`src/hw/rtl/mesh_vertex_normal_accumulator_defines.svh`:
```
// ----------------------------------------------------------------------------
// Mesh vertex normal accumulator: assertion macros
// Shared property shorthands for the accumulator's checks.
// ----------------------------------------------------------------------------
`ifndef MESH_VERTEX_NORMAL_ACCUMULATOR_DEFINES_SVH
`define MESH_VERTEX_NORMAL_ACCUMULATOR_DEFINES_SVH

// same-cycle implication, inactive while reset is low
`define MVNA_AST_IMP(lbl, ante, cons, msg) \
    lbl: assert property (@(posedge i_clk) disable iff (!i_rst_n) (ante) |-> (cons)) \
        else $error(msg);

// next-cycle implication, inactive while reset is low
`define MVNA_AST_NXT(lbl, ante, cons, msg) \
    lbl: assert property (@(posedge i_clk) disable iff (!i_rst_n) (ante) |=> (cons)) \
        else $error(msg);

`endif

```
`src/hw/rtl/mvna_ram.sv`:
```
// ----------------------------------------------------------------------------
// Generic RAM
// One write port, one read port with registered read data.
// ----------------------------------------------------------------------------
module mvna_ram #(
    parameter int WIDTH = 8,
    parameter int DEPTH = 16
) (
    input  logic                     i_clk,
    input  logic                     i_we,
    input  logic [$clog2(DEPTH)-1:0] i_waddr,
    input  logic [WIDTH-1:0]         i_wdata,
    input  logic                     i_re,
    input  logic [$clog2(DEPTH)-1:0] i_raddr,
    output logic [WIDTH-1:0]         o_rdata
);

    logic [WIDTH-1:0] r_mem [DEPTH];
    logic [WIDTH-1:0] r_rdata;

    always_ff @(posedge i_clk) begin
        if (i_we) begin
            r_mem[i_waddr] <= i_wdata;
        end
        if (i_re) begin
            r_rdata <= r_mem[i_raddr];
        end
    end

    assign o_rdata = r_rdata;

endmodule

```
`config.mk`:
```
export PLATFORM = sky130hd
export DESIGN_NAME = mvna_ram
export DESIGN_NICKNAME = d
export VERILOG_FILES = /design/src/hw/rtl/mesh_vertex_normal_accumulator_defines.svh /design/src/hw/rtl/mvna_ram.sv
export SDC_FILE = /design/constraint.sdc
export NUM_CORES = 1
export LEC_CHECK = 0
export BUFFER_PORTS_ARGS = -buffer_cell sky130_fd_sc_hd__buf_2
export CAP_MARGIN = 10
export CORE_AREA = 2 2 118 120
export DETAILED_ROUTE_END_ITERATION = 7
export DIE_AREA = 0 0 120 122
export HOLD_SLACK_MARGIN = 0.06
export REMOVE_ABC_BUFFERS = 1
export SLEW_MARGIN = 20
export SYNTH_ARGS = -nofsm -noshare
export SYNTH_HDL_FRONTEND = slang
export SYNTH_SLANG_ARGS = --single-unit
```
`constraint.sdc`:
```
create_clock -name i_clk -period 4.2 [get_ports i_clk]
set_input_delay 0.42 -clock i_clk [delete_from_list [all_inputs] [get_ports i_clk]]
set_output_delay 0.42 -clock i_clk [all_outputs]
set_load 0.1 [all_outputs]
```
==> impl_results.md, run 1 <==
- Synth Instances: 229
- Worst path slowest cell: mux4_1
- Worst VDD drop: 333 uV
- Cell accounting for the most synthesized area: edfxtp_1
- Nets@finish: 286
- Synth Cell Area: 0.00523 sq mm
- Final hold vios: 0
- Clk Latency, worst-skew pair: 0.41 ns
- Per-cell routed wire length: 22.1 um
- CTS tree: yes
- Final min period: 1.87 ns
- Die footprint: 0.0146 sq mm
- Vias in the first global route: 2,579
- Ant diodes: 0
- Period utilization: 44.5%
- Max-slew headroom: 35.4%
- Max cap viols: 0
- Die Wd: 120 um
- Setup crit start: i_raddr[0]
- Critical-path cell list: buf_4 -> mux4_1 -> a22oi_1 -> nand2_1
- Vias per cell: 5.24
- Total gr overflow: 0
- Layout cells sized above 1: 26.4%
- Worst EP arrival: 2.01 ns
- Critical register-to-register path endpoint: o_rdata[0]
- R2R cell count: 3
- Std cell rows: 43
- F_max: 536 MHz
- Lkg Pwr: 2.00 nW
- RSZ-0062 raised after global routing: no
- Root buf cell: clkbuf_16
- Area Overhead vs Synth: 16.7%
- Buffer depth of the longest clock path: 2
- CP Data Required Time: 4.35 ns
- Launch point of the worst reg-to-reg path: r_mem[1][0]
- Post-layout util: 45.2%
- CTS Buf Count: 17
- Crit path capture type: register
- Commonest cells after routing, fill and taps aside: edfxtp_1, buf_2, mux4_2
- Yosys cell types: 18
- Yosys warning count: 0
- Startpoint Class: input pin
- Placed Instances: 428
- Status: finished, final reports clean
- Initial antenna violation count: 0
- Vias: 2,409
- # hold bufs at CTS: 0
- Area of the core: 0.0135 sq mm
- Final worst slack: 2.33 ns
- Final Skew: 0.00565 ns
- Slew Limit Fails: 0
- Pwr/cell area: 518 mW/mm^2
- TritonRoute pass-1 iters: 5
- Dpl hpwl: 6.15 mm
- Die Ht: 122 um
- Share of the synthesized area in the top cell type: 78.1%
- Finished Layout Cells: 460
- Post-synthesis sequential area ratio: 78.1%
- Register-to-register setup slack: 2.58 ns
- Fill cells: 1,133
- Pin count of the biggest net entering global routing: 33
- Post-CTS sizing: 0
- Final ANT Viol Nets: 0
- Port bufs: 26
- Htree depth: 4
- Post-place setup slack: 1.55 ns
- Commonest non-fill, non-tap cell in the layout: edfxtp_1
- Drt first-iter violations: 205
- Slew at the pin with the worst max-slew slack: 0.966 ns
- Drt total wl: 10.2 mm
- Sink Count: 136
- Starting Density: 38.7%
- Gpl congestion: 0.692
- Post-CTS setup repair buffer count: 0
- Largest stage delay on the critical path: 0.65 ns
- CP Capture Point: o_rdata[0]
- Synth top area cells: edfxtp_1, mux4_2, mux4_1, a22oi_1, nor2_1
- GRT Overall Usage: 15.3%
- Crit Path Class: input pin to register
- Crit-path max FO: 32
- Setup TNS: 0 ns
- Setup violators final: 0
- Boundary Pins: 27
- FF+latch count, synth: 136
- Avg Inst Size Synth: 22.8 sq um
- Clk slew on worst S/H paths: 0.05 ns
- # DRC: 0
- Global-route wire length before repair: 15.6 mm
- Hold crit path type: input pin to register
[worst min-delay path by stage]
stage / startpoint / to / slack (ns) / cells past startpoint
2_1_floorplan: i_wdata[0] / r_mem[0][0] / 0.52 / 0
3_3_place_gp: r_mem[4][1] / o_rdata[1] / 0.73 / 3
3_5_place_dp: r_mem[7][2] / o_rdata[2] / 0.75 / 3
4_1_cts: i_re / o_rdata[4] / 0.37 / 1
5_1_grt: i_re / o_rdata[4] / 0.38 / 1
6_report: i_re / o_rdata[2] / 0.40 / 1
[cell type report]
class	instances	area (sq um)	share of cell area [%]
sequential	136	4080	67.0
multi-input combinational	83	1060	17.4
clock buffer	22	444	7.28
tap	180	225	3.69
timing repair buffer	29	155	2.54
clock inverter	10	128	2.09
[through the flow]
| step | hold slack (ns) | instance area [sq um] | total power, mW |
|---|---|---|---|
| CTS | 0.375 | 6100 | 3.19 |
| global placement | 0.728 | 5520 | 1.74 |
| detailed placement | 0.745 | 5520 | 1.75 |
| finish | 0.396 | 6100 | 3.16 |
| floorplan | 0.519 | 5140 | 1.67 |
| global route | 0.379 | 6100 | 3.26 |
[worst max-delay path, delay by kind of cell]
kind	cells	cell delay (ns)
compound gates	1	0.33
buf+inv	1	0.49
mux	1	0.65
simple gates	1	0.10
[registers in the layout, summed over array words and instances (netlist names)]
signal / flops
r_mem: 128
o_rdata: 8
[power by group]
| group | switching [mW] | internal [mW] | total [mW] |
|---|---|---|---|
| sequential | 0.00798 | 1.53 | 1.54 |
| clock | 0.515 | 0.925 | 1.44 |
| combinational | 0.126 | 0.0534 | 0.180 |
[Yosys cell counts]
cell type and count:
nand3_1 1, nor2b_1 1, edfxtp_1 136, buf_4 1
and2b_1 1, nor3_1 4, clkdlybuf4s25_2 3, nand3b_1 2
a22oi_1 16, or3b_2 1, mux4_2 18, nor2_1 13
nand2_1 9, buf_6 3, mux4_1 14, and2_1 1
buf_2 3, nand2b_1 2
[routing by layer]
layer | GRT usage (%) | wire (um) | up-vias | share of wire [%]
li1 | - | - | 1059 | -
met1 | 19.0 | 4200 | 1252 | 41
met2 | 24.9 | 5170 | 82 | 51
met3 | 4.63 | 591 | 16 | 5.8
met4 | 6.84 | 198 | 0 | 1.9
met5 | 0 | 0 | - | 0
[cell families (layout without fill, tap and decap cells)]
family	count (synthesis)	in the layout	share of synthesized area (%)
simple gates	35	35	3.14
buf+inv	10	61	1.65
compound gates	16	16	2.30
mux	32	32	14.8
flops	136	136	78.1
Power figures use the tool's default switching activity.
==> inputs of run 2 (changes only) <==
Clock period 4.2 ns to 1.8 ns, I/O delays scaled along.
==> impl_results.md, run 2 (synthesis gave the netlist of run 1 again) <==
- Status: finished, final reports clean
- Final Skew: 0.00867 ns (+0.00302 ns)
- Global-route wire length before repair: 15.5 mm (-0.71%)
- Die footprint: 0.0146 sq mm (unchanged)
- Worst EP arrival: 1.67 ns (-0.34 ns)
- # DRC: 0 (unchanged)
- Post-CTS sizing: 0 (unchanged)
- Hold crit path type: input pin to register
- Setup violators final: 0 (unchanged)
- Final hold vios: 0 (unchanged)
- Clk Latency, worst-skew pair: 0.41 ns (about the same)
- Final ANT Viol Nets: 0 (unchanged)
- Buffer depth of the longest clock path: 2 (unchanged)
- Crit-path max FO: 1 (-97%)
- Dpl hpwl: 6.54 mm (+6.4%)
- Die Ht: 122 um (unchanged)
- Sink Count: 136 (unchanged)
- Max-slew headroom: 67.4% (+32 points)
- CTS Buf Count: 17 (unchanged)
- Max cap viols: 0 (unchanged)
- Commonest cells after routing, fill and taps aside: edfxtp_1, buf_2, buf_4
- GRT Overall Usage: 15.1% (-0.22 points)
- Area Overhead vs Synth: 21.3%
- Vias per cell: 5.17 (-1.3%)
- Initial antenna violation count: 0 (unchanged)
- Slew at the pin with the worst max-slew slack: 0.493 ns (-0.473 ns)
- Layout cells sized above 1: 32.8% (+6.4 points)
- Pin count of the biggest net entering global routing: 33 (unchanged)
- TritonRoute pass-1 iters: 5 (unchanged)
- Post-CTS setup repair buffer count: 0 (unchanged)
- Boundary Pins: 27 (unchanged)
- Per-cell routed wire length: 20.9 um (-5.1%)
- Nets@finish: 308 (+7.7%)
- Area of the core: 0.0135 sq mm (unchanged)
- Lkg Pwr: 2.15 nW (+7.6%)
- F_max: 661 MHz
- Crit Path Class: register to register
- Drt first-iter violations: 179 (-13%)
- Clk slew on worst S/H paths: 0.06 ns (about the same)
- Slew Limit Fails: 0 (unchanged)
- Htree depth: 4 (unchanged)
- Pwr/cell area: 1210 mW/mm^2 (+130%)
- Std cell rows: 43 (unchanged)
- Setup TNS: 0 ns (unchanged)
- Starting Density: 38.7% (unchanged)
- Largest register FFs: 128 (unchanged)
- Worst VDD drop: 651 uV (+95%)
- Port bufs: 26 (unchanged)
- Hold Slack: 0.154 ns (-0.242 ns)
- Gpl congestion: 0.806 (+17%)
- Final min period: 1.51 ns
- Vias: 2,491 (+3.4%)
- Commonest non-fill, non-tap cell in the layout: edfxtp_1
- Root buf cell: clkbuf_16
- Crit path capture type: register
- CTS tree: yes
- # hold bufs at CTS: 0 (unchanged)
- RSZ-0062 raised after global routing: no
- Total gr overflow: 0 (unchanged)
- Die Wd: 120 um (unchanged)
- Startpoint Class: register
- Period utilization: 84.1%
- Ant diodes: 0 (unchanged)
- Drt total wl: 10.1 mm (-0.59%)
- Largest register by flop count: r_mem
- Vias in the first global route: 2,616 (+1.4%)
- CP Data Required Time: 1.95 ns (-2.40 ns)
-- run 2: changes by cell type in the layout (fill, tap and decap cells not counted), sizes merged --
cell	delta
clkinvlp	+1
buf	+22
clkbuf	-5
bufinv	+2
clkinv	+2
-- run 2: worst max-delay path: stages, from the launching register on --
cell and delay, ns:
edfxtp_1 0.36, mux4_1 0.53, a22oi_1 0.29, nand2_1 0.08
-- run 2: final cells by class --
cell class / count / area, sq um
Tap cell: 180 / 225
Clock inverter: 15 / 208
Multi-Input combinational cell: 83 / 1060
Sequential cell: 136 / 4080
Clock buffer: 17 / 425
Timing Repair Buffer: 51 / 343
Fill cell: 1111 / 7160
-- run 2: routing by layer --
layer  part of all wire (%)  global-route usage (%)
met3                    5.1                    4.68
met1                     45                    19.9
met5                      0                       0
met4                    2.3                    6.40
met2                     48                    23.4
-- run 2: path summary, 6_finish.rpt --
path | cells past startpoint | end | slack [ns] | start
worst max-delay path | 3 | o_rdata[2] | 0.29 | r_mem[9][2]
worst min-delay path | 1 | o_rdata[4] | 0.15 | i_re
worst max register to register | 3 | o_rdata[2] | 0.29 | r_mem[9][2]
worst min register to register | 3 | o_rdata[3] | 0.75 | r_mem[15][3]
-- run 2: where the power goes --
group          internal, mW  total, mW  switching, mW
clock network          2.43       3.66           1.23
registers              3.57       3.59         0.0203
logic                 0.145      0.442          0.297
-- run 2: stage by stage --
stage	utilization, %	instances	total power [mW]	worst slack, ns	area (sq um)
after detailed placement	42.3	450	4.10	0.00500	5710
after CTS	47.0	482	7.75	0.256	6340
final	47.0	482	7.69	0.287	6340
after floorplan	-	219	3.90	0.127	5140
after global placement	42.3	450	4.09	0.0182	5710
after global routing	47.0	482	7.94	0.230	6340
==> inputs of run 3 (changes only) <==
Clock period 1.8 ns to 1.5 ns, I/O delays scaled along.
==> impl_results.md, run 3 (synthesis gave the netlist of run 1 again) <==
- Slew Limit Fails: 0 (unchanged)
- Final Skew: 0.00450 ns (-0.00417 ns)
- Layout cells sized above 1: 34.4% (+1.7 points)
- Global-route wire length before repair: 15.6 mm (+0.94%)
- Crit Path Class: register to register
- Vias: 2,500 (+0.36%)
- Sink Count: 136 (unchanged)
- Port bufs: 26 (unchanged)
- F_max: 697 MHz (+5.5%)
- Hold crit path type: input pin to register
- Worst Hold Depth: 1 (unchanged)
- Hold Slack: 0.114 ns (-0.0398 ns)
- Commonest non-fill, non-tap cell in the layout: edfxtp_1
- Setup violators final: 0 (unchanged)
- Pwr/cell area: 1470 mW/mm^2 (+21%)
- RSZ-0062 raised after global routing: no
- Hold Path Origin: i_re
- Post-layout util: 47.4% (+0.46 points)
- Launch point of the worst reg-to-reg path: r_mem[3][7]
- Vias per cell: 5.19 (+0.36%)
- Worst VDD drop: 782 uV (+20%)
- Fill cells: 1,109 (-0.18%)
- Nets@finish: 308 (unchanged)
- Vias in the first global route: 2,636 (+0.76%)
- Final ANT Viol Nets: 0 (unchanged)
- Starting Density: 38.7% (unchanged)
- Max cap viols: 0 (unchanged)
- Largest register FFs: 128 (unchanged)
- Ant diodes: 0 (unchanged)
- CTS tree: yes
- Hold EP: o_rdata[2]
- Gpl congestion: 0.706 (-12%)
- Root buf cell: clkbuf_16
- Die Wd: 120 um (unchanged)
- Lkg Pwr: 2.16 nW (+0.61%)
- Area of the core: 0.0135 sq mm (unchanged)
- Clk Latency, worst-skew pair: 0.41 ns (about the same)
- Buffer depth of the longest clock path: 2 (unchanged)
- Die footprint: 0.0146 sq mm (unchanged)
- Final Total Pwr: 9.41 mW (+22%)
- TritonRoute pass-1 iters: 5 (unchanged)
- Boundary Pins: 27 (unchanged)
- Drt total wl: 9.97 mm (-1.3%)
- Htree depth: 4 (unchanged)
- Clk slew on worst S/H paths: 0.06 ns (about the same)
- Area Overhead vs Synth: 22.5%
- Largest register by flop count: r_mem
- CP Data Required Time: 1.65 ns (-0.30 ns)
- Crit path capture type: register
- Worst EP arrival: 1.59 ns (-0.08 ns)
- Final worst slack: 0.0660 ns (-0.221 ns)
- Initial antenna violation count: 0 (unchanged)
- GRT Overall Usage: 15.3% (+0.19 points)
- Final hold vios: 0 (unchanged)
- # hold bufs at CTS: 0 (unchanged)
- Total gr overflow: 0 (unchanged)
- R2R cell count: 3 (unchanged)
- CTS Buf Count: 17 (unchanged)
- Pin count of the biggest net entering global routing: 19 (-42%)
- Critical register-to-register path endpoint: o_rdata[7]
- Die Ht: 122 um (unchanged)
- Crit-path max FO: 1 (unchanged)
- Slew at the pin with the worst max-slew slack: 0.823 ns (+0.330 ns)
- Commonest cells after routing, fill and taps aside: edfxtp_1, buf_2, buf_4
- Drt first-iter violations: 224 (+25%)
- Design Area, Final: 0.00640 sq mm (+0.99%)
- Startpoint Class: register
- Period utilization: 95.6% (+12 points)
- Per-cell routed wire length: 20.7 um (-1.3%)
- # DRC: 0 (unchanged)
- Register-to-register setup slack: 0.07 ns (-0.22 ns)
- Max-slew headroom: 45.0% (-22 points)
- Final min period: 1.43 ns (-0.0795 ns)
- Std cell rows: 43 (unchanged)
- Dpl cell area: 0.00573 sq mm (+0.44%)
- Dpl hpwl: 6.32 mm (-3.4%)
- Post-place setup slack: -0.223 ns (-0.228 ns)
- Status: finished, final reports clean
run 3: cell count changes in the layout (fill, tap and decap cells not counted), sizes merged:
cell,delta
clkbuf,+1
bufinv,+1
clkinv,-1
clkinvlp,-1
run 3: power by group:
part | total [mW] | leakage (nW) | internal (mW) | switching (mW)
Sequential | 4.31 | 1.24 | 4.28 | 0.0242
Clock | 4.56 | 0.313 | 3.10 | 1.46
Combinational | 0.541 | 0.616 | 0.185 | 0.357
Total | 9.41 | 2.16 | 7.57 | 1.84
run 3: cell type report:
cell class,count,area (sq um),share of cell area [%]
clock buffers,18,429,6.70
flip-flops and latches,136,4080,63.8
well taps,180,225,3.52
repair buffers,51,368,5.74
multi-input cells,83,1070,16.7
clock inverters,14,229,3.57
run 3: metal layers:
metal  GRT usage, %  vias up  routed length, um
li1               -     1102                  -
met1           19.8     1316               4450
met2           23.8       73               4930
met3           5.43        9                476
met4           5.88        0                107
met5              0        -                  0
run 3: metrics by stage:
stage | cells | setup TNS [ns]
floorplan | 219 | -1.14
global placement | 450 | -1.04
detailed placement | 450 | -1.12
CTS | 482 | 0
global route | 482 | 0
finish | 482 | 0
run 3: critical path, cell delays in order, from the launching register on:
cell      delay, ns
edfxtp_1       0.37
mux4_2         0.47
a22oi_1        0.27
nand2_1        0.08
run 3: how the worst max path moves through the flow:
stage               slack (ns)     endpoint  depth (start not counted)        start
detailed placement       -0.22   o_rdata[2]                          6   i_raddr[0]
CTS                       0.02   o_rdata[4]                          3  r_mem[9][4]
finish                    0.07   o_rdata[7]                          3  r_mem[3][7]
global route             0.004   o_rdata[1]                          3  r_mem[1][1]
global placement         -0.20   o_rdata[2]                          6   i_raddr[0]
floorplan                -0.14  r_mem[0][0]                          2   i_waddr[2]
run 3: what timing repair did:
item                       4_1_cts  5_1_grt
setup endpoints to repair        1        5
pin swaps                        0        2
setup buffers                    0        0
resized for setup                1        5
