[config.mk]
export PLATFORM = sky130hd
export DESIGN_NAME = mvna_div
export DESIGN_NICKNAME = d
export VERILOG_FILES = /design/src/hw/rtl/mesh_vertex_normal_accumulator_defines.svh /design/src/hw/rtl/mvna_pkg.sv /design/src/hw/rtl/mvna_div.sv
export SDC_FILE = /design/constraint.sdc
export NUM_CORES = 1
export LEC_CHECK = 0
export BUFFER_PORTS_ARGS = -buffer_cell sky130_fd_sc_hd__buf_2
export CAP_MARGIN = 15
export CORE_ASPECT_RATIO = 1.25
export CORE_MARGIN = 3
export CORE_UTILIZATION = 54
export CTS_CLUSTER_DIAMETER = 120
export CTS_CLUSTER_SIZE = 25
export DETAILED_ROUTE_END_ITERATION = 7
export GPL_ROUTABILITY_DRIVEN = 0
export PLACE_DENSITY = 0.77
export REMOVE_ABC_BUFFERS = 1
export SYNTH_ARGS = -nofsm -noshare
export SYNTH_HDL_FRONTEND = slang
export SYNTH_SLANG_ARGS = --single-unit
[constraint.sdc]
create_clock -name i_clk -period 7.7 [get_ports i_clk]
set_input_delay 0.385 -clock i_clk [delete_from_list [all_inputs] [get_ports i_clk]]
set_output_delay 0.385 -clock i_clk [all_outputs]
set_load 0.02 [all_outputs]
[src/hw/rtl/mesh_vertex_normal_accumulator_defines.svh]
// ----------------------------------------------------------------------------
// Mesh vertex normal accumulator: assertion macros
// Shared property shorthands for the accumulator's checks.
// ----------------------------------------------------------------------------
`ifndef MESH_VERTEX_NORMAL_ACCUMULATOR_DEFINES_SVH
`define MESH_VERTEX_NORMAL_ACCUMULATOR_DEFINES_SVH

// same-cycle implication, inactive while reset is low
`define MVNA_AST_IMP(lbl, ante, cons, msg) \
    lbl: assert property (@(posedge i_clk) disable iff (!i_rst_n) (ante) |-> (cons)) \
        else $error(msg);

// next-cycle implication, inactive while reset is low
`define MVNA_AST_NXT(lbl, ante, cons, msg) \
    lbl: assert property (@(posedge i_clk) disable iff (!i_rst_n) (ante) |=> (cons)) \
        else $error(msg);

`endif

[src/hw/rtl/mvna_pkg.sv]
// ----------------------------------------------------------------------------
// Mesh vertex normal accumulator package
// Widths, request codes, sequencer states and small helpers.
// ----------------------------------------------------------------------------
package mvna_pkg;

    localparam int MAX_VERTS        = 1024;
    localparam int VIDX_W           = $clog2(MAX_VERTS);
    localparam int COORD_BITS       = 32;
    localparam int NORMAL_FRAC_BITS = 14;
    localparam int SUM_BITS         = 24;
    localparam int GUARD            = 7;
    localparam int EDGE_LIM         = 30;
    localparam int NRM_LIM          = 24;
    localparam int NRM_W            = 16;
    localparam int EXT_W            = COORD_BITS - 1;
    localparam int DIFF_W           = COORD_BITS + 1;
    localparam int DSH_W            = EDGE_LIM + 1;
    localparam int PROD_W           = 2 * DSH_W;
    localparam int CR_W             = PROD_W + 1;
    localparam int SS_W             = 2 * NRM_LIM + 2;
    localparam int X_W              = SS_W + 2 * GUARD;
    localparam int LEN_W            = X_W / 2;
    localparam int Q_W              = NORMAL_FRAC_BITS + 1;
    localparam int NUM_W            = NRM_LIM + NORMAL_FRAC_BITS + GUARD + 1;
    localparam int QCNT_W           = $clog2(Q_W);

    typedef enum logic [1:0] {
        REQ_LOAD  = 2'd0,
        REQ_TRI   = 2'd1,
        REQ_READ  = 2'd2,
        REQ_CLEAR = 2'd3
    } t_req;

    typedef enum logic [4:0] {
        S_CLR,
        S_IDLE,
        S_LOAD,
        S_VRD,
        S_DIFF,
        S_DSHR,
        S_MUL,
        S_ZCHK,
        S_NRD,
        S_NRDW,
        S_NSHR,
        S_SQ,
        S_SQRT,
        S_DIV,
        S_ARD,
        S_AWT,
        S_EXT,
        S_DONE
    } t_state;

    typedef struct packed {
        logic busy;
        logic done;
    } t_unit_stat;

    // operand selects for the six cross product terms
    function automatic logic [2:0] mul_sel_a(logic [2:0] k);
        logic [2:0] r;
        unique case (k)
            3'd0:    r = 3'd1;
            3'd1:    r = 3'd2;
            3'd2:    r = 3'd2;
            3'd3:    r = 3'd0;
            3'd4:    r = 3'd0;
            default: r = 3'd1;
        endcase
        return r;
    endfunction

    function automatic logic [2:0] mul_sel_b(logic [2:0] k);
        logic [2:0] r;
        unique case (k)
            3'd0:    r = 3'd5;
            3'd1:    r = 3'd4;
            3'd2:    r = 3'd3;
            3'd3:    r = 3'd5;
            3'd4:    r = 3'd4;
            default: r = 3'd3;
        endcase
        return r;
    endfunction

endpackage

[src/hw/rtl/mvna_div.sv]
// ----------------------------------------------------------------------------
// Iterative restoring divider
// Produces a short quotient, one bit per cycle, for a numerator known to be
// below the denominator scaled by the quotient range.
// ----------------------------------------------------------------------------
module mvna_div (
    input  logic                          i_clk,
    input  logic                          i_rst_n,
    input  logic                          i_start,
    input  logic [mvna_pkg::NUM_W-1:0]    i_num,
    input  logic [mvna_pkg::LEN_W-1:0]    i_den,
    output mvna_pkg::t_unit_stat          o_stat,
    output logic [mvna_pkg::Q_W-1:0]      o_quot
);
    import mvna_pkg::*;

    logic              r_busy, n_busy;
    logic              r_done, n_done;
    logic [QCNT_W-1:0] r_cnt, n_cnt;
    logic [NUM_W-1:0]  r_rem, n_rem;
    logic [NUM_W-1:0]  r_dsh, n_dsh;
    logic [Q_W-1:0]    r_q, n_q;
    logic              ge;

    always_comb begin
        ge     = r_rem >= r_dsh;
        n_busy = r_busy;
        n_done = 1'b0;
        n_cnt  = r_cnt;
        n_rem  = r_rem;
        n_dsh  = r_dsh;
        n_q    = r_q;
        if (i_start) begin
            n_busy = 1'b1;
            n_cnt  = QCNT_W'(Q_W - 1);
            n_rem  = i_num;
            n_dsh  = NUM_W'(i_den) << (Q_W - 1);
            n_q    = '0;
        end else if (r_busy) begin
            if (ge) begin
                n_rem = r_rem - r_dsh;
            end
            n_q   = {r_q[Q_W-2:0], ge};
            n_dsh = r_dsh >> 1;
            if (r_cnt == '0) begin
                n_busy = 1'b0;
                n_done = 1'b1;
            end else begin
                n_cnt = r_cnt - 1'b1;
            end
        end
    end

    always_ff @(posedge i_clk) begin
        if (!i_rst_n) begin
            r_busy <= 1'b0;
            r_done <= 1'b0;
            r_cnt  <= '0;
        end else begin
            r_busy <= n_busy;
            r_done <= n_done;
            r_cnt  <= n_cnt;
        end
    end

    always_ff @(posedge i_clk) begin
        r_rem <= n_rem;
        r_dsh <= n_dsh;
        r_q   <= n_q;
    end

    assign o_stat.busy = r_busy;
    assign o_stat.done = r_done;
    assign o_quot      = r_q;

endmodule
==> results of run 1 <==
cells in the mapped netlist, drive strengths merged, types with 6 or more instances:
cell,instances
a21o,18
a21oi,45
a31oi,9
and2,6
and3,6
buf,15
clkbuf,26
dfxtp,35
edfxtp,78
ha,48
inv,65
mux2i,28
nand2,146
nand3,7
nand4,12
nor2,62
nor3,7
nor4,6
o21ai,97
o21bai,13
xnor2,30
xor2,11
sequential cells by signal (all words and copies together), names as in the netlist:
register	count
r_busy	1
r_rem	46
r_dsh	46
r_done	1
r_cnt	4
o_quot	15
power by group through the flow:
| stage | registers [mW] | clock network [mW] | logic, mW |
|---|---|---|---|
| global route | 0.845 | 0.819 | 1.30 |
| finish | 0.835 | 0.779 | 1.17 |
| global placement | 0.843 | 0 | 1.13 |
| CTS | 0.836 | 0.791 | 1.16 |
| floorplan | 0.849 | 0 | 0.881 |
| detailed placement | 0.847 | 0 | 1.14 |
logic make-up (layout without fill, tap and decap cells):
family                     after synthesis  count (layout)  synth area share, %
AOI/OAI and AO/OA                      231             231                 19.6
xor gates and xnor gates                41              41                 4.86
and+or+nand+nor                        274             274                 16.3
buffers and inverters                  106             198                 5.64
adders and majority gates               49              49                 8.40
DFF                                    113             113                 41.2
muxes                                   29              29                 3.95
final cells by class:
type / instances / share of cell area (%)
multi-input combinational: 624 / 46.1
sequential: 113 / 35.6
clock buffer: 24 / 6.26
timing repair buffer: 101 / 6.05
inverter: 65 / 2.85
tap: 171 / 2.50
clock inverter: 8 / 0.702
layer usage:
layer | GRT usage [%] | vias up | wire (um)
li1 | - | 3145 | -
met1 | 28.3 | 2867 | 7360
met2 | 39.4 | 189 | 8300
met3 | 4.64 | 38 | 794
met4 | 9.99 | 0 | 483
met5 | 0 | - | 0
per-stage QoR:
stage	util [%]	hold slack, ps	setup slack (ps)
6_report	64.4	233	3530
5_1_grt	64.4	238	3240
4_1_cts	64.4	216	3530
3_5_place_dp	59.9	496	3570
3_3_place_gp	59.9	468	3690
2_1_floorplan	-	457	2270
worst max-delay path, cell delays in order, from the launching register on:
cell and delay [ps]:
edfxtp_1 310, inv_1 40, ha_1 210, fa_1 400
and2b_1 230, o2111ai_1 200, a2111oi_4 490, o311ai_0 170
o211ai_1 250, nand2_1 90, o211ai_1 170, nand2_1 160
a31oi_4 520, buf_4 540
final timing paths:
path              depth (start not counted)        from          to  slack (ps)
setup / recovery                         13    r_rem[0]   r_rem[11]        3530
hold reg to reg                           2  o_quot[14]  o_quot[14]         500
setup reg to reg                         13    r_rem[0]   r_rem[11]        3530
hold / removal                            2     i_rst_n    r_cnt[2]         230
==> impl_results.md, run 1 <==
- Setup tns final: 0 ps
- Post-synthesis area per instance: 8.76 um2
- Clock network power share: 28.0%
- Largest net degree at the start of global routing: 99
- Core Area: 13300 um2
- Max FO, Critical Path: 33
- Area after DPL: 7960 um2
- Overall power: 2.78 mW
- Gr ovfl total: 0
- N_diodes: 0
- Crit Path Class: flop to flop
- Yosys warns: 0
- DIE AREA: 15100 um2
- PortBufs: 97
- Post-Layout Inst Area: 8560 um2
- Synthesis-to-layout area growth: 15.9%
- Routed Antenna Nets: 0
- Pleak: 3.61 nW
- Setup crit end kind: flop
- Fillcell total: 1176
- CTS tree: built
- Num CTS Buffers: 17
- Hold Vio Cnt, Final: 0
- Layout cell share with drive strength beyond 1: 15.2%
- Area contributors post-synth: edfxtp_1, dfxtp_1, ha_1
- Placed Cells: 1074
- Initial Util: 55.6%
- Logic pwr share: 42.0%
- Final setup violation count: 0
- Synth Register Bits: 113
- Synth cell types: 66
- Number of gates resized after CTS: 0
- Vias/cell: 5.64
- # clock sinks: 113
- Max Root-Sink Buffers: 2
- Status: complete, no violations
- Io pins: 98
- Clock latency on the worst-skew pair: 420 ps
- Top cell type's share of synthesized area: 31.7%
- Final critical-path share of the clock period: 54.1%
- CTS H-tree lvls: 4
- Area of the multi-input gates: 3940 um2
- Post-CTS Hold Fix Bufs: 0
- Final Skew: 7.50 ps
- Peak supply drop: 0.134 mV
- Number of global-route vias before repair: 6061
- Root buf cell: clkbuf_16
- Initial DRC Count: 377
- RSZ-0062 raised after global routing: no
- Global Route Usage Sum: 23.0%
- Max transition margin: 42.8%
- Seq pwr share: 30.0%
- NetSw: 1.03 mW
- Post-synth EDFFs: 78
- Clock-pin slew on the worst setup and hold paths: 60 ps
- Slew @ Worst Pin: 859 ps
- Post-Synthesis Cells: 843
- Die height: 137 um
- DIE WIDTH: 111 um
- Worst path arrival time: 4220 ps
- Top FF cell, synth: edfxtp_1
- Period minus WS final: 4170 ps
- Final net count: 1052
- Sw Ratio: 36.9%
- Post-detail-place hpwl: 11.9 mm
- Total number of vias: 6239
- Fraction of registers with async set/reset: 0%
- Pint: 1.76 mW
- Drt wl/cell: 15.3 um
- Synthesized cell area: 7390 um2
- Sequential area share after synthesis: 41.2%
- Most frequent cells in the layout: nand2_1, buf_2, o21ai_0
- Top cell type by total area after synthesis: edfxtp_1
- Hold Crit Class: input pin to flop
- Power Density: 325 nW/um2
- Max_cap viols: 0
- Final non-filler cell total: 1106
- Num rows: 47
- FF/Latch Area: 3040 um2
- Element type at the critical path start: flop
- Post-CTS setup buffers: 0
- Router iterations before antenna repair: 5
- Leading cell type in the layout, fill and taps excluded: nand2_1
- Remaining DRCs: 0
- Final WL: 16.9 mm
- Fin. max-slew vios: 0
- First-pass GRT wire length: 28.3 mm
- Initial antenna violation count: 0
- Worst EP required: 7760 ps
- Max frequency: 240 MHz
No activity file was read; power rests on OpenSTA's default activity.
==> run 2: changes to the inputs <==
Clock period 7.7 ns to 4.2 ns, I/O delays scaled along.
==> run 2 against run 1 <==
Setup slack got worse by 3000 ps. Largest cell class unchanged. Total power rose by 83%. Clock-buffer cell count is 3 lower. Global-route usage is 0.60 points lower. Critical endpoint is now r_rem[21]. Clock power up 78%. Highest routed layer unchanged. Flip-flop and latch count is the same. Sequential power grew 84%.
==> impl_results.md, run 2 (synthesis results as in run 1) <==
- Status: complete, no violations
- Die height: 137 um
- Hold Path Stages: 2
- Max_cap viols: 0
- Leading cell type in the layout, fill and taps excluded: nand2_1
- Initial DRC Count: 335
- Overall power: 5.08 mW
- Gr ovfl total: 0
- Io pins: 98
- Slew @ Worst Pin: 857 ps
- Initial antenna violation count: 0
- Max transition margin: 42.8%
- N_diodes: 0
- Clock network power share: 27.4%
- DIE WIDTH: 111 um
- Sw Ratio: 37.5%
- Routing usage on met1: 27.9%
- Period minus WS final: 3660 ps
- Synthesis-to-layout area growth: 15.8%
- Capture point of the worst path: r_rem[21]
- Num CTS Buffers: 17
- Core Area: 13300 um2
- CTS tree: built
- DIE AREA: 15100 um2
- Clock latency on the worst-skew pair: 420 ps
- Layout cell share with drive strength beyond 1: 15.4%
- Final Skew: 7.93 ps
- Global Route Usage Sum: 22.4%
- Clock-pin slew on the worst setup and hold paths: 60 ps
- Max FO, Critical Path: 29
- Routed Antenna Nets: 0
- Final WL: 16.8 mm
- Seq pwr share: 30.3%
- Final critical-path share of the clock period: 87.0%
- Max Root-Sink Buffers: 2
- Worst path arrival time: 3720 ps
- Worst EP required: 4270 ps
- Pint: 3.18 mW
- Num rows: 47
- Remaining DRCs: 0
- Number of gates resized after CTS: 0
- Post-Layout Inst Area: 8550 um2
- Post-detail-place hpwl: 12.3 mm
- Setup crit end kind: flop
- GR peak layer: met2
- Initial Util: 55.6%
- M2 GR Usage: 38.4%
- Util after Layout: 64.3%
- First-pass GRT wire length: 27.7 mm
- Post-CTS Hold Fix Bufs: 0
- Peak supply drop: 0.317 mV
- NetSw: 1.90 mW
- Element type at the critical path start: flop
- Number of global-route vias before repair: 5970
- R2r setup slk: 540 ps
- RSZ-0062 raised after global routing: no
- Most frequent cells in the layout: nand2_1, buf_2, o21ai_0
- Final setup violation count: 0
- Final net count: 1053
- Total number of vias: 6263
- Router iterations before antenna repair: 5
- Worst r2r src: r_rem[0]
- Logic pwr share: 42.2%
- Area after DPL: 7970 um2
- Hold Crit Class: input pin to flop
- CTS H-tree lvls: 4
- PortBufs: 97
- Post-CTS setup buffers: 0
- Drt wl/cell: 15.2 um
- Power Density: 594 nW/um2
- Hold Vio Cnt, Final: 0
- Max frequency: 274 MHz
- Crit Path Class: flop to flop
- Crit path from: r_rem[0]
- # clock sinks: 113
- Largest net degree at the start of global routing: 97
- Vias/cell: 5.66
- Worst R2R Path Depth: 13
- Root buf cell: clkbuf_16
- Pleak: 3.60 nW
- Fin. max-slew vios: 0
- GRT met3 Usage: 4.25%
- Crit Reg-Reg Endpoint: r_rem[21]
[run 2: changes by cell type in the layout (fill, tap and decap cells not counted), sizes merged]
| cell | change |
|---|---|
| clkbuf | -3 |
| clkinv | +2 |
| inv | +1 |
| buf | +1 |
[run 2: area by class of cell]
type                            instances  area, um2
Inverter                               65        244
Clock buffer                           21        493
Sequential cell                       113       3040
Clock inverter                         11       88.8
Timing Repair Buffer                  102        526
Tap cell                              171        214
Fill cell                            1167       4740
Multi-Input combinational cell        624       3940
[run 2: routing by layer]
metal | up-vias | part of all wire [%] | wire (um)
li1 | 3152 | - | -
met1 | 2880 | 44 | 7330
met4 | 0 | 2.1 | 352
met5 | - | 0 | 0
met3 | 31 | 5.6 | 945
met2 | 200 | 49 | 8200
[run 2: stage by stage]
stage          cells  setup TNS [ps]  hold WS [ps]  worst slack [ps]
2_1_floorplan    802          -56590           282             -1230
3_3_place_gp    1075               0           468               647
3_5_place_dp    1075               0           482               547
4_1_cts         1107               0          48.4               535
5_1_grt         1107               0          72.7               333
6_report        1107               0          64.8               544
[run 2: worst max-delay path, stage by stage (launching register included)]
cell and delay, ps:
edfxtp_1 330, inv_1 50, ha_1 210, fa_1 400, and2b_1 220, o2111ai_1 190
a2111oi_4 490, o311ai_0 160, o211ai_1 240, nand2_1 90, o211ai_1 150, nand2_1 150
a31oi_4 190, buf_4 400
[run 2: power groups by stage]
stage          clock network (mW)  logic (mW)  registers, mW
2_1_floorplan                   0        1.62           1.56
3_3_place_gp                    0        2.07           1.55
3_5_place_dp                    0        2.10           1.56
4_1_cts                      1.42        2.12           1.54
5_1_grt                      1.46        2.38           1.56
6_report                     1.39        2.14           1.54
[run 2: worst min-delay path by stage]
stage | start | to | slack (ps)
6_report | i_rst_n | r_cnt[2] | 60
5_1_grt | i_num[7] | r_rem[7] | 70
4_1_cts | i_rst_n | r_cnt[2] | 50
3_5_place_dp | o_quot[14] | o_quot[14] | 480
3_3_place_gp | o_quot[14] | o_quot[14] | 470
2_1_floorplan | i_start | o_quot[0] | 280
==> run 3: changes to the inputs <==
Settings changed: CORE_ASPECT_RATIO 1.25 to default, TNS_END_PERCENT from default to 30.
==> run 3 against run 2 <==
Fmax increased by 1.6%. Register-to-register slack improved by 60 ps. Clock power about the same. Setup slack better by 59 ps. Utilization grew 0.089 points. Critical path type unchanged. Wire length is 1.2% higher. Highest routed layer unchanged.
==> impl_results.md, run 3 (synthesis results as in run 1) <==
- Peak supply drop: 0.330 mV
- Most frequent cells in the layout: nand2_1, buf_2, o21ai_0
- PortBufs: 97
- Root buf cell: clkbuf_16
- Post-detail-place hpwl: 11.9 mm
- Fillcell total: 1156
- Post-CTS setup buffers: 0
- DIE AREA: 15100 um2
- Initial antenna violation count: 0
- Total number of vias: 6282
- Initial DRC Count: 376
- CTS H-tree lvls: 4
- Power Density: 596 nW/um2
- Setup crit end kind: flop
- # clock sinks: 113
- Area of the multi-input gates: 3940 um2
- Final hold slack: 67.1 ps
- Crit Reg-Reg Endpoint: r_rem[29]
- FF/Latch Area: 3040 um2
- Vias/cell: 5.65
- Layout cell share with drive strength beyond 1: 15.2%
- Status: complete, no violations
- CP delay by family, top: compound AO/OA/AOI/OAI gates
- Crit-path cells: inv_1 -> ha_1 -> fa_1 -> and2b_1 -> o2111ai_1 -> a2111oi_4 -> o311ai_0 -> o211ai_1 -> nand2_1 -> o211ai_1 -> nand2_1 -> a31oi_4 -> buf_4
- Final WL: 17.0 mm
- First-pass GRT wire length: 27.5 mm
- N_diodes: 0
- Fin. max-slew vios: 0
- Final critical-path share of the clock period: 85.6%
- Crit Path Class: flop to flop
- RSZ-0062 raised after global routing: no
- Gr ovfl total: 0
- Slew @ Worst Pin: 928 ps
- Delay of the slowest critical-path stage: 480 ps
- Final net count: 1053
- Routed wl met2: 7.69 mm
- Remaining DRCs: 0
- CTS tree: built
- Met3 routed wirelength: 979 um
- Pleak: 3.61 nW
- Clock-pin slew on the worst setup and hold paths: 50 ps
- Final Skew: 6.79 ps
- Post-CTS Hold Fix Bufs: 0
- Initial Util: 55.6%
- Worst R2R Path Depth: 13
- Max transition margin: 38.2%
- Area after DPL: 7980 um2
- Period minus WS final: 3600 ps
- CP Depth: 13
- Largest net degree at the start of global routing: 103
- Die height: 123 um
- Element type at the critical path start: flop
- Metal-1 WL: 7.95 mm
- Number of global-route vias before repair: 5834
- Number of gates resized after CTS: 0
- WP buf/inv: 2
- Max Used Layer: met4
- Router iterations before antenna repair: 5
- Post-Layout Inst Area: 8570 um2
- Overall power: 5.10 mW
- Worst path arrival time: 3680 ps
- Max Root-Sink Buffers: 2
- Drt wl/cell: 15.3 um
- Crit path max-delay cell type: a2111oi_4
- Max FO, Critical Path: 23
- Util after Layout: 64.4%
- Capture point of the worst path: r_rem[29]
- Max frequency: 278 MHz
- Io pins: 98
- Worst r2r src: r_rem[0]
- Hold Vio Cnt, Final: 0
- Routed Antenna Nets: 0
- Crit path from: r_rem[0]
- Max_cap viols: 0
- Leading cell type in the layout, fill and taps excluded: nand2_1
- Worst EP required: 4290 ps
- Num CTS Buffers: 17
- Num rows: 42
- Synthesis-to-layout area growth: 16.0%
- Final setup violation count: 0
- Core Area: 13300 um2
- R2r setup slk: 600 ps
- Global Route Usage Sum: 23.1%
- Hold Crit Class: input pin to flop
- Clock latency on the worst-skew pair: 420 ps
- DIE WIDTH: 123 um
==> run 3: power breakdown <==
| part | switching (mW) | internal (mW) |
|---|---|---|
| logic | 1.30 | 0.862 |
| registers | 0.0707 | 1.46 |
| clock network | 0.505 | 0.906 |
==> run 3: per-layer routing <==
metal	up-vias	track usage, %
met3	33	5.31
met1	2923	30.9
met5	-	0
li1	3149	-
met2	177	36.2
met4	0	9.38
==> run 3: worst min-delay path by stage <==
stage,start,end,slack (ps),cells after the start
3_3_place_gp,o_quot[14],o_quot[14],470,2
6_report,i_den[22],r_dsh[36],70,3
4_1_cts,i_den[27],r_dsh[41],60,3
5_1_grt,i_rst_n,r_cnt[2],60,2
3_5_place_dp,i_den[27],r_dsh[41],490,3
2_1_floorplan,i_start,o_quot[0],280,1
==> run 3: final cells by class <==
cell class	count	share of cell area (%)
flip-flops and latches	113	35.5
clock inverters	6	0.438
multi-input cells	624	46.0
well taps	176	2.57
repair buffers	102	6.13
clock buffers	26	6.46
inverters	65	2.85
==> run 3: tightest hold or removal path, delay by kind of cell <==
kind / cells / cell delay, ps
buf+inv: 1 / 70
compound gates: 1 / 50
simple gates: 1 / 40
==> run 3: through the flow <==
step | setup TNS [ps] | worst slack [ps] | std cells
floorplan | -56590 | -1230 | 802
finish | 0 | 603 | 1112
global route | 0 | 315 | 1112
global placement | 0 | 720 | 1080
detailed placement | 0 | 646 | 1080
CTS | 0 | 605 | 1112
